--- src/rtl/core/uvr_pkg.sv ---
// Shared types, constants and sequence checks for the UTF-8 validate and replace block.
package uvr_pkg;

  localparam logic [7:0] Rep0 = 8'hef;
  localparam logic [7:0] Rep1 = 8'hbf;
  localparam logic [7:0] Rep2 = 8'hbd;
  localparam logic [7:0] ByteE0 = 8'he0;
  localparam logic [7:0] ByteED = 8'hed;
  localparam logic [7:0] ByteEF = 8'hef;
  localparam logic [7:0] ByteF0 = 8'hf0;
  localparam logic [7:0] ByteF4 = 8'hf4;
  localparam logic [7:0] Byte8F = 8'h8f;
  localparam logic [7:0] ByteBE = 8'hbe;
  localparam logic [7:0] ByteBF = 8'hbf;
  localparam logic [7:0] MaskFE = 8'hfe;
  localparam logic [7:0] ByteC0 = 8'hc0;

  typedef enum logic [1:0] {
    KIND_NONE = 2'd0,
    KIND_DATA = 2'd1,
    KIND_REP  = 2'd2
  } kind_e;

  typedef struct packed {
    logic            rep_a;
    kind_e           kind;
    logic [2:0]      len;
    logic [3:0][7:0] bytes;
    logic            status;
    logic            bad;
  } cmd_t;

  function automatic logic seq_ok(input logic [2:0] n, input logic [7:0] s0,
                                  input logic [7:0] s1, input logic [7:0] s2);
    logic ok;
    ok = 1'b1;
    if (n == 3'd2) begin
      ok = (s0 & MaskFE) != ByteC0;
    end else if (n == 3'd3) begin
      if (s0 == ByteE0 && s1[7:5] == 3'b100) ok = 1'b0;
      if (s0 == ByteED && s1[7:5] == 3'b101) ok = 1'b0;
      if (s0 == ByteEF && s1 == ByteBF && (s2 & MaskFE) == ByteBE) ok = 1'b0;
    end else begin
      if (s0 == ByteF0 && s1[7:4] == 4'b1000) ok = 1'b0;
      if (s0 == ByteF4 && s1 > Byte8F) ok = 1'b0;
      if (s0 > ByteF4) ok = 1'b0;
    end
    return ok;
  endfunction

endpackage

--- src/rtl/core/uvr_front.sv ---
// Front stage: accepts bytes, gathers multi-byte sequences and classifies them into commands.
module uvr_front (
  input  logic            clk_i,
  input  logic            rst_ni,
  input  logic            cfg_valid_i,
  input  logic            cfg_strict_mode_i,
  input  logic            in_valid_i,
  input  logic [7:0]      in_byte_i,
  input  logic            last_i,
  input  logic            q_full_i,
  output logic            in_stall_o,
  output logic            push_o,
  output uvr_pkg::cmd_t   cmd_o
);

  logic            strict_q;
  logic            err_q, err_d;
  logic [1:0]      pcnt_q, pcnt_d;
  logic [2:0]      elen_q, elen_d;
  logic [2:0][7:0] pb_q, pb_d;
  logic            accept;
  logic            do_start;
  logic [2:0]      lead_len;
  logic [2:0]      n;
  logic [7:0]      s1, s2, s3;
  uvr_pkg::cmd_t   cmd;

  assign accept     = in_valid_i && !q_full_i;
  assign in_stall_o = q_full_i;

  always_comb begin
    if (in_byte_i[7:5] == 3'b110) begin
      lead_len = 3'd2;
    end else if (in_byte_i[7:4] == 4'b1110) begin
      lead_len = 3'd3;
    end else if (in_byte_i[7:3] == 5'b11110) begin
      lead_len = 3'd4;
    end else begin
      lead_len = 3'd0;
    end
  end

  assign n  = {1'b0, pcnt_q} + 3'd1;
  assign s1 = (n == 3'd2) ? in_byte_i : pb_q[1];
  assign s2 = (n == 3'd3) ? in_byte_i : pb_q[2];
  assign s3 = (n == 3'd4) ? in_byte_i : 8'h00;

  always_comb begin
    cmd      = '0;
    err_d    = err_q;
    pcnt_d   = pcnt_q;
    elen_d   = elen_q;
    pb_d     = pb_q;
    do_start = 1'b0;
    if (!err_q) begin
      if (pcnt_q == 2'd0) begin
        do_start = 1'b1;
      end else if (in_byte_i[7:6] == 2'b10) begin
        if (n >= elen_q || pcnt_q == 2'd3) begin
          pcnt_d = '0;
          elen_d = '0;
          pb_d   = '0;
          if (uvr_pkg::seq_ok(n, pb_q[0], s1, s2)) begin
            cmd.kind  = uvr_pkg::KIND_DATA;
            cmd.len   = n;
            cmd.bytes = {s3, s2, s1, pb_q[0]};
          end else if (strict_q) begin
            err_d = 1'b1;
          end else begin
            cmd.kind = uvr_pkg::KIND_REP;
          end
        end else begin
          pb_d[pcnt_q] = in_byte_i;
          pcnt_d       = pcnt_q + 2'd1;
        end
      end else begin
        pcnt_d   = '0;
        elen_d   = '0;
        pb_d     = '0;
        do_start = 1'b1;
        if (strict_q) begin
          err_d = 1'b1;
        end else begin
          cmd.rep_a = 1'b1;
        end
      end
      if (do_start && !err_d) begin
        if (!in_byte_i[7]) begin
          cmd.kind     = uvr_pkg::KIND_DATA;
          cmd.len      = 3'd1;
          cmd.bytes[0] = in_byte_i;
        end else if (lead_len != 3'd0) begin
          pb_d[0] = in_byte_i;
          pcnt_d  = 2'd1;
          elen_d  = lead_len;
        end else if (strict_q) begin
          err_d = 1'b1;
        end else begin
          cmd.kind = uvr_pkg::KIND_REP;
        end
      end
    end
    if (last_i) begin
      if (pcnt_d != 2'd0 && !err_d) begin
        if (strict_q) begin
          err_d = 1'b1;
        end else begin
          cmd.kind = uvr_pkg::KIND_REP;
        end
      end
      cmd.status = 1'b1;
      cmd.bad    = err_d;
      pcnt_d     = '0;
      elen_d     = '0;
      pb_d       = '0;
      err_d      = 1'b0;
    end
  end

  assign cmd_o  = cmd;
  assign push_o = accept && (cmd.rep_a || cmd.kind != uvr_pkg::KIND_NONE || cmd.status);

  always_ff @(posedge clk_i or negedge rst_ni) begin
    if (!rst_ni) begin
      strict_q <= 1'b0;
      err_q    <= 1'b0;
      pcnt_q   <= '0;
      elen_q   <= '0;
      pb_q     <= '0;
    end else begin
      if (cfg_valid_i) begin
        strict_q <= cfg_strict_mode_i;
      end
      if (accept) begin
        err_q  <= err_d;
        pcnt_q <= pcnt_d;
        elen_q <= elen_d;
        pb_q   <= pb_d;
      end
    end
  end

endmodule

--- src/rtl/core/uvr_fifo.sv ---
// Short command queue between the front and back stages.
module uvr_fifo (
  input  logic          clk_i,
  input  logic          rst_ni,
  input  logic          push_i,
  input  uvr_pkg::cmd_t push_data_i,
  input  logic          pop_i,
  output logic          full_o,
  output logic          valid_o,
  output uvr_pkg::cmd_t head_o
);

  localparam int unsigned Depth = 4;
  localparam int unsigned PtrW  = $clog2(Depth);

  uvr_pkg::cmd_t     mem_q [Depth];
  logic [PtrW-1:0]   wr_q, rd_q;
  logic [PtrW:0]     cnt_q;

  assign full_o  = cnt_q == (PtrW + 1)'(Depth);
  assign valid_o = cnt_q != '0;
  assign head_o  = mem_q[rd_q];

  always_ff @(posedge clk_i) begin
    if (push_i) begin
      mem_q[wr_q] <= push_data_i;
    end
  end

  always_ff @(posedge clk_i or negedge rst_ni) begin
    if (!rst_ni) begin
      wr_q  <= '0;
      rd_q  <= '0;
      cnt_q <= '0;
    end else begin
      if (push_i) begin
        wr_q <= wr_q + 1'b1;
      end
      if (pop_i) begin
        rd_q <= rd_q + 1'b1;
      end
      if (push_i && !pop_i) begin
        cnt_q <= cnt_q + 1'b1;
      end else if (pop_i && !push_i) begin
        cnt_q <= cnt_q - 1'b1;
      end
    end
  end

endmodule

--- src/rtl/core/uvr_back.sv ---
// Back stage: expands commands into output bytes and status items and keeps the counts.
module uvr_back #(
  parameter int unsigned COUNT_WIDTH = 16
) (
  input  logic          clk_i,
  input  logic          rst_ni,
  input  logic          q_valid_i,
  input  uvr_pkg::cmd_t head_i,
  output logic          pop_o,
  output logic          out_valid_o,
  input  logic          out_stall_i,
  output logic [7:0]    out_byte_o,
  output logic          has_byte_o,
  output logic          run_end_o,
  output logic          string_done_o,
  output logic          bad_data_o,
  output logic [15:0]   char_count_o,
  output logic [15:0]   byte_count_o
);

  typedef enum logic [1:0] {
    PH_A,
    PH_B,
    PH_S
  } phase_e;

  phase_e                 ph_q, ph_d, ph_cur, ph_nxt;
  logic                   mid_q, mid_d;
  logic [1:0]             idx_q, idx_d, idx_cur;
  logic [COUNT_WIDTH-1:0] chars_q, chars_d, bytes_q, bytes_d;
  logic [COUNT_WIDTH-1:0] chars_inc, bytes_inc;
  logic [COUNT_WIDTH+15:0] chars_ext, bytes_ext;
  logic                   ov_q;
  logic                   fire;
  logic [7:0]             item_byte, rep_byte;
  logic                   item_has, item_char, seg_end, item_end;

  assign fire  = q_valid_i && (!ov_q || !out_stall_i);
  assign pop_o = fire && item_end;

  always_comb begin
    if (mid_q) begin
      ph_cur  = ph_q;
      idx_cur = idx_q;
    end else begin
      idx_cur = 2'd0;
      if (head_i.rep_a) begin
        ph_cur = PH_A;
      end else if (head_i.kind != uvr_pkg::KIND_NONE) begin
        ph_cur = PH_B;
      end else begin
        ph_cur = PH_S;
      end
    end
  end

  always_comb begin
    case (idx_cur)
      2'd0:    rep_byte = uvr_pkg::Rep0;
      2'd1:    rep_byte = uvr_pkg::Rep1;
      default: rep_byte = uvr_pkg::Rep2;
    endcase
  end

  always_comb begin
    item_byte = 8'h00;
    item_has  = 1'b0;
    item_char = 1'b0;
    seg_end   = 1'b1;
    ph_nxt    = PH_S;
    item_end  = 1'b1;
    case (ph_cur)
      PH_A: begin
        item_byte = rep_byte;
        item_has  = 1'b1;
        item_char = idx_cur == 2'd0;
        seg_end   = idx_cur == 2'd2;
        if (head_i.kind != uvr_pkg::KIND_NONE) begin
          ph_nxt   = PH_B;
          item_end = 1'b0;
        end else begin
          ph_nxt   = PH_S;
          item_end = seg_end && !head_i.status;
        end
        if (!seg_end) begin
          item_end = 1'b0;
        end
      end
      PH_B: begin
        item_has  = 1'b1;
        item_char = idx_cur == 2'd0;
        if (head_i.kind == uvr_pkg::KIND_REP) begin
          item_byte = rep_byte;
          seg_end   = idx_cur == 2'd2;
        end else begin
          item_byte = head_i.bytes[idx_cur];
          seg_end   = {1'b0, idx_cur} == head_i.len - 3'd1;
        end
        ph_nxt   = PH_S;
        item_end = seg_end && !head_i.status;
      end
      default: begin
        ph_nxt   = PH_S;
        item_end = 1'b1;
      end
    endcase
  end

  assign chars_inc = (chars_q == '1) ? chars_q : chars_q + 1'b1;
  assign bytes_inc = (bytes_q == '1) ? bytes_q : bytes_q + 1'b1;

  always_comb begin
    chars_d = item_char ? chars_inc : chars_q;
    bytes_d = item_has ? bytes_inc : bytes_q;
    mid_d   = !item_end;
    ph_d    = seg_end ? ph_nxt : ph_cur;
    idx_d   = seg_end ? 2'd0 : idx_cur + 2'd1;
  end

  assign chars_ext = {16'h0000, chars_d};
  assign bytes_ext = {16'h0000, bytes_d};

  always_ff @(posedge clk_i or negedge rst_ni) begin
    if (!rst_ni) begin
      ov_q    <= 1'b0;
      mid_q   <= 1'b0;
      ph_q    <= PH_A;
      idx_q   <= '0;
      chars_q <= '0;
      bytes_q <= '0;
    end else begin
      if (fire) begin
        ov_q  <= 1'b1;
        mid_q <= mid_d;
        ph_q  <= ph_d;
        idx_q <= idx_d;
        if (ph_cur == PH_S) begin
          chars_q <= '0;
          bytes_q <= '0;
        end else begin
          chars_q <= chars_d;
          bytes_q <= bytes_d;
        end
      end else if (!out_stall_i) begin
        ov_q <= 1'b0;
      end
    end
  end

  always_ff @(posedge clk_i) begin
    if (fire) begin
      out_byte_o    <= item_byte;
      has_byte_o    <= item_has;
      run_end_o     <= item_end;
      string_done_o <= ph_cur == PH_S;
      bad_data_o    <= (ph_cur == PH_S) && head_i.bad;
      char_count_o  <= chars_ext[15:0];
      byte_count_o  <= bytes_ext[15:0];
    end
  end

  assign out_valid_o = ov_q;

endmodule

--- src/rtl/core/utf8_validate_and_replace_core.sv ---
// Top level of the UTF-8 validate and replace block.
// Each command passes through the queue; results leave from the back stage's output registers.
// One input byte per cycle unless the queue is full, one result per cycle unless the output
// stalls; the back stage expands a multi-result byte while the front keeps taking bytes.
// The input stalls only while the four-entry command queue is full, even in a cycle that pops it.
// Reset clears pending sequences, counts, the error flag, strict mode and the queue.
module utf8_validate_and_replace_core #(
  parameter int unsigned COUNT_WIDTH = 16
) (
  input  logic        clk_i,
  input  logic        rst_ni,
  input  logic        cfg_valid_i,
  output logic        cfg_ready_o,
  input  logic        cfg_strict_mode_i,
  input  logic        in_valid_i,
  output logic        in_stall_o,
  input  logic [7:0]  in_byte_i,
  input  logic        last_i,
  output logic        out_valid_o,
  input  logic        out_stall_i,
  output logic [7:0]  out_byte_o,
  output logic        has_byte_o,
  output logic        run_end_o,
  output logic        string_done_o,
  output logic        bad_data_o,
  output logic [15:0] char_count_o,
  output logic [15:0] byte_count_o
);

  logic          q_full, q_valid, push, pop;
  uvr_pkg::cmd_t push_cmd, head_cmd;

  assign cfg_ready_o = 1'b1;

  uvr_front u_front (
    .clk_i             (clk_i),
    .rst_ni            (rst_ni),
    .cfg_valid_i       (cfg_valid_i),
    .cfg_strict_mode_i (cfg_strict_mode_i),
    .in_valid_i        (in_valid_i),
    .in_byte_i         (in_byte_i),
    .last_i            (last_i),
    .q_full_i          (q_full),
    .in_stall_o        (in_stall_o),
    .push_o            (push),
    .cmd_o             (push_cmd)
  );

  uvr_fifo u_fifo (
    .clk_i       (clk_i),
    .rst_ni      (rst_ni),
    .push_i      (push),
    .push_data_i (push_cmd),
    .pop_i       (pop),
    .full_o      (q_full),
    .valid_o     (q_valid),
    .head_o      (head_cmd)
  );

  uvr_back #(
    .COUNT_WIDTH (COUNT_WIDTH)
  ) u_back (
    .clk_i         (clk_i),
    .rst_ni        (rst_ni),
    .q_valid_i     (q_valid),
    .head_i        (head_cmd),
    .pop_o         (pop),
    .out_valid_o   (out_valid_o),
    .out_stall_i   (out_stall_i),
    .out_byte_o    (out_byte_o),
    .has_byte_o    (has_byte_o),
    .run_end_o     (run_end_o),
    .string_done_o (string_done_o),
    .bad_data_o    (bad_data_o),
    .char_count_o  (char_count_o),
    .byte_count_o  (byte_count_o)
  );

endmodule
--- config.mk ---
export PLATFORM = sky130hd
export DESIGN_NAME = utf8_validate_and_replace_core
export DESIGN_NICKNAME = d
export VERILOG_FILES = /design/src/rtl/core/uvr_pkg.sv /design/src/rtl/core/uvr_front.sv /design/src/rtl/core/uvr_fifo.sv /design/src/rtl/core/uvr_back.sv /design/src/rtl/core/utf8_validate_and_replace_core.sv
export SDC_FILE = /design/constraint.sdc
export NUM_CORES = 1
export LEC_CHECK = 0
export ABC_AREA = 1
export BUFFER_PORTS_ARGS = -buffer_cell sky130_fd_sc_hd__buf_4
export CORE_ASPECT_RATIO = 1.1
export CORE_MARGIN = 2
export CORE_UTILIZATION = 45
export DETAILED_ROUTE_END_ITERATION = 10
export PLACE_DENSITY = 0.6
export SETUP_SLACK_MARGIN = 0.1
export SYNTH_ARGS = -nofsm -noshare
export SYNTH_HDL_FRONTEND = slang
export SYNTH_HIERARCHICAL = 1
export SYNTH_SLANG_ARGS = --single-unit
--- constraint.sdc ---
create_clock -name clk_i -period 3.4 [get_ports clk_i]
set_input_delay 0.68 -clock clk_i [delete_from_list [all_inputs] [get_ports clk_i]]
set_output_delay 0.68 -clock clk_i [all_outputs]
set_load 0.02 [all_outputs]
After elaboration in Yosys (flattened, before gate mapping) --
Memories as Yosys holds them, arrays and structs flattened. Cells that the tools add are included.
Operators by class: $add $sub $neg 10, $lt $le $gt $ge 6, equality and inequality tests 31, muxes and demuxes 114, reductions and logical operators 43
Operator list (count):
- two-way mux 24 bit | 5
- two-way mux 16 bit | 6
- two-way mux 8 bit | 11
- two-way mux 38 bit | 2
- two-way mux 37 bit | 2
- equality test 8 bit (second input constant) | 6
- two-way mux 2 bit | 24
- two-way mux 3 bit | 14
- two-way mux 1 bit | 41
- two-way mux 35 bit | 1
- adder 16 x 1 -> 16 bit (second input constant) | 2
- equality test 16 bit (second input constant) | 2
- bitwise mux 24 bit | 1
- logical AND 1 bit | 18
- binary-select mux 8 bit (select 2 bit) | 1
- demux 8 bit (select 2 bit) | 1
- > comparator 8 bit (second input constant) | 2
- one-hot mux 8 bit (2 select lines) | 1
- equality test 3 bit (second input constant) | 5
- one-hot mux 7 bit (2 select lines) | 1
- equality test 2 bit (second input constant) | 5
- zero test 1 bit | 9
- adder 2 x 1 -> 2 bit (second input constant) | 4
- equality test 4 bit (second input constant) | 2
- 23 further kinds | 38
Storage, ports and cells: register bits after elaboration 120, RAM bits 160, bits of input ports 15, output and inout port bits 47, word-level logic and storage cells 228, memories kept 1
Memories:
- u_fifo.mem_q | words 4, bits a word 40, rd ports 1, clocked after Yosys merged registers in 0, write ports 1, RTL line uvr_fifo.sv:16 | uvr_pkg::cmd_t mem_q [Depth];

Depth between registers and ports, before layout --
depth after elaboration 36, depth in mapped cells 27, mapped depth without buffers 26

By module --
Netlist, hierarchy kept.
Modules (own cells, without submodules):
- uvr_fifo | instances 1, cells each 516, area each 6985.4 um2, sequential area each 4979.8 um2
- uvr_back | instances 1, cells each 570, area each 4534.3 um2, sequential area each 2272.2 um2
- uvr_front | instances 1, cells each 375, area each 2590.0 um2, sequential area each 775.7 um2
- utf8_validate_and_replace_core | instances 1, cells each 2, area each 11.3 um2, sequential area each 0.0 um2

Worst setup path before layout --
No wires, ideal clock.
kind reg2reg, from reg u_front.pcnt_q[0], to mem u_fifo/mem_q[1][0] (netlist bit) (enable), library setup time 395 ps, arrival time 3326 ps, data required time 3005 ps, setup slack -320 ps, cell stages (with the launch flop) 20, buffers on the path 1, period minus slack after synthesis 3720 ps, path through dfrtp_1 > inv_1 > ha_1 > ha_1 > nand3_1 > nand3_1 > nor2_1 > nand4_1 > nand2_1 > nand2_1 > nand3_1 > nand2_1 > inv_1 > nand3_1 > nand2_1 > nor2_1 > nor2_1 > clkbuf_1 > nand2_1 > inv_1
RTL lines:
- start, declared | RTL line uvr_front.sv:18 | logic [1:0] pcnt_q, pcnt_d;
- start signal, assigned | RTL line uvr_front.sv:136 | pcnt_q <= pcnt_d;
- end, declared | RTL line uvr_fifo.sv:16

==> flow_metrics.py <==
metrics = {
    "placed_design": {
        "pre_cts_ws_ns": 0.0235,
        "gp_congestion": 0.915,
        "numPortBuffers": 60,
        "dp_hpwl_mm": 21.1,
    },
    "clock_network": {
        "cts-htree-levels": 1,
        "clock-sinks": 280,
        "cts_tree": "yes",
        "ctsHoldBuffers": 0,
        "numCtsBuffers": 31,
        "cts.path.max_buffers": 3,
        "clk_pin_slew_ns": 0.06,
        "worstSkewPairLatency_ns": 0.57,
        "root_buffer": "clkbuf_16",
    },
    "worst_setup_path": {
        "cp_cell_sequence": "buf_4 -> ha_4 -> o21ai_0 -> nand2_1 -> nor3_1 -> nand3_1 -> nand3_1 -> nand2_2 -> nand2_4 -> nand2_1 -> nand2_1 -> nand2_1 -> nand2_2 -> nor2_1 -> nor2_1 -> ha_2 -> inv_1 -> fa_2 -> nand2_1 -> nand3_1 -> nand2_1 -> nand2_1",
        "critPathMaxStageDelay_ns": 0.45,
        "end_kind": "flip-flop",
        "r2r-start": "u_front/pcnt_q[1]",
        "required_ns": 3.85,
        "reg2reg_to": "u_fifo/cnt_q[2]",
        "critical_path_class": "reg -> reg",
        "r2r_setup_slack_ns": 0.26,
        "worstPathMaxFanout": 11,
        "reg2reg_depth": 22,
        "arrival_ns": 3.59,
        "start_kind": "flip-flop",
        "cpMaxStageDelayCell": "dfrtp_2",
        "cpMostUsedCell": "nand2_1",
    },
    "die": {
        "io_pins": 62,
        "row_count": 68,
        "die-area_mm2": 0.0328,
        "start_util_pct": 45.3,
        "core_mm2": 0.0311,
        "fp.dieH_um": 190,
        "die_w_um": 173,
    },
    "grt": {
        "track_usage_pct": 19.4,
        "grt_pass1_wl_mm": 51.5,
        "grt_overflow": 0,
        "antenna_found_initial": 0,
        "grt_pass1_vias": 9634,
        "grt_max_degree": 65,
    },
    "logic_synthesis": {
        "synth_xor_area_share_pct": 0.868,
        "synthSimpleGateAreaFrac_pct": 21.1,
        "ys_types": 52,
        "ys_ff_latch": 280,
        "async_reset_ff_share_pct": 27.1,
        "synth_top_family_by_area": "simple AND/OR/NAND/NOR gates",
        "synth_fp_nets": 1499,
        "ys_warn_count": 6,
        "netlist_instances": 1463,
        "synthMuxAreaShare_pct": 0,
        "synth_area_mm2": 0.0141,
        "synthFlopType": "edfxtp_1",
        "yosysSeqAreaShare_pct": 56.8,
        "synth_compound_area_share_pct": 10.8,
        "synth_fa_ha_area_share_pct": 1.91,
        "synth.avg_cell_area_um2": 9.65,
        "synth_edf_count": 204,
    },
    "drt": {
        "drt_iter0_markers": 896,
        "via_per_inst": 5.10,
        "drc": 0,
        "routed_wl_mm": 32.0,
        "post_drt_wl_per_cell_um": 15.9,
        "ant_nets": 0,
        "vias": 10243,
        "firstDrtPassIters": 5,
    },
    "timing": {
        "setup_viol": 0,
        "rsz0062_at_grt": "true",
        "tns_ns": 0,
        "maxSlewViolCount": 0,
        "finalClockSkew_ns": 0.0123,
        "finalHoldViolCount": 0,
        "worstMarginPinSlew_ns": 0.688,
        "setup_slack_ns": 0.259,
        "max_freq_mhz": 318,
        "whs_ns": 0.106,
        "layout_min_cycle_time_ns": 3.14,
        "min_period_over_period_pct": 92.4,
        "relSlewSlack_pct": 53.8,
    },
    "pwr": {
        "power_density_mw_per_mm2": 853,
        "peakVddDrop_mv": 0.437,
        "power.leakage_nw": 6.92,
    },
    "final_layout": {
        "antenna_cells": 0,
        "layout.nets": 1600,
        "drive_gt1_share_pct": 19.2,
        "layout_common_cells": "nand2_1 (417), edfxtp_1 (204), inv_1 (190)",
        "final_common_cell": "nand2_1",
        "syn_to_final_growth_pct": 16.3,
    },
    "run_status": {
        "status": "finished, final reports clean",
    },
    "flow_run": {
        "cap_violations": 0,
    },
    "worst_hold_path": {
        "hp-class": "in -> async",
    },
}
## cells in the mapped netlist, types with 11 or more instances
master,count,area [µm²]
buf_2,23,115
buf_6,14,158
dfrtp_1,76,1900
edfxtp_1,204,6130
ha_1,20,250
inv_1,197,739
nand2_1,422,1580
nand3_1,77,385
nand4_1,20,125
nor2_1,97,364
nor2_2,11,68.8
nor3_1,14,70.1
o211ai_1,43,323
o211ai_2,40,500
o21ai_0,65,325
o21ai_1,13,65.1
xor2_1,12,105
## critical path: cells and delay by family, from the launching register on
| kind | cells | cell delay, ns |
|---|---|---|
| and+or+nand+nor | 16 | 1.34 |
| adders and majority gates | 3 | 0.73 |
| DFF | 1 | 0.45 |
| AOI/OAI and AO/OA | 1 | 0.28 |
| buffers and inverters | 2 | 0.23 |
## area by class of cell
cell class                      instances  area (µm²)
Clock buffer                           40         840
Fill cell                            2803       14700
Inverter                              204         783
Clock inverter                         18         151
Sequential cell                       280        8030
Timing Repair Buffer                  124        1020
Tap cell                              420         526
Multi-Input combinational cell        923        5070
## how the worst max path moves through the flow
stage | depth (start not counted) | startpoint | endpoint
floorplan | 19 | u_front/pcnt_q[0] | u_fifo/mem_q[0][0]
global placement | 23 | in_byte_i[3] | u_fifo/cnt_q[2]
detailed placement | 23 | u_front/pcnt_q[1] | u_fifo/cnt_q[2]
CTS | 23 | u_front/pcnt_q[0] | u_fifo/cnt_q[2]
global route | 25 | u_front/pcnt_q[0] | u_fifo/cnt_q[2]
finish | 22 | u_front/pcnt_q[1] | u_fifo/cnt_q[2]
## where the power goes
group | switching (W) | internal (W) | leakage, nW
logic | 0.00375 | 0.00196 | 3.49
registers | 0.000377 | 0.00467 | 2.96
clock network | 0.00136 | 0.00189 | 0.474
total | 0.00549 | 0.00852 | 6.92
## metrics by stage
step / total power [W] / utilization, % / cell area, µm² / instances
after global routing: 0.0149 / 52.7 / 16400 / 2009
after floorplan: 0.00898 / - / 14100 / 1463
after CTS: 0.0139 / 52.0 / 16200 / 1997
after global placement: 0.0106 / 48.7 / 15200 / 1937
after detailed placement: 0.0106 / 48.7 / 15200 / 1937
final: 0.0140 / 52.7 / 16400 / 2009
## kinds of logic (layout without fill, tap and decap cells)
group	after synthesis	count (layout)
DFF	280	280
adders and majority gates	21	21
AOI/OAI and AO/OA	205	205
xor gates and xnor gates	14	14
and+or+nand+nor	681	681
other	2	2
buffers and inverters	260	386
## repair_timing
action	in CTS	in global routing
setup buffers	2	12
resized for setup	5	33
endpoints found under the setup margin	131	163
pin swaps	1	14
cloned	0	0
## sequential cells by signal, summed over array words and instances (netlist names), 8 cells and up
name,count
u_fifo/mem_q,160
u_back/byte_count_o,16
u_back/chars_q,16
u_back/out_byte_o,8
u_back/bytes_q,16
u_back/char_count_o,16
u_front/pb_q,24
## per-layer routing
metal	track usage, %	vias to the layer above	part of all wire, %
li1	-	5085	-
met3	2.52	55	5.4
met4	5.74	0	2.3
met2	32.6	275	48
met1	26.4	4828	44
met5	0	-	0
Note: power is estimated with default switching activity, not from simulation.
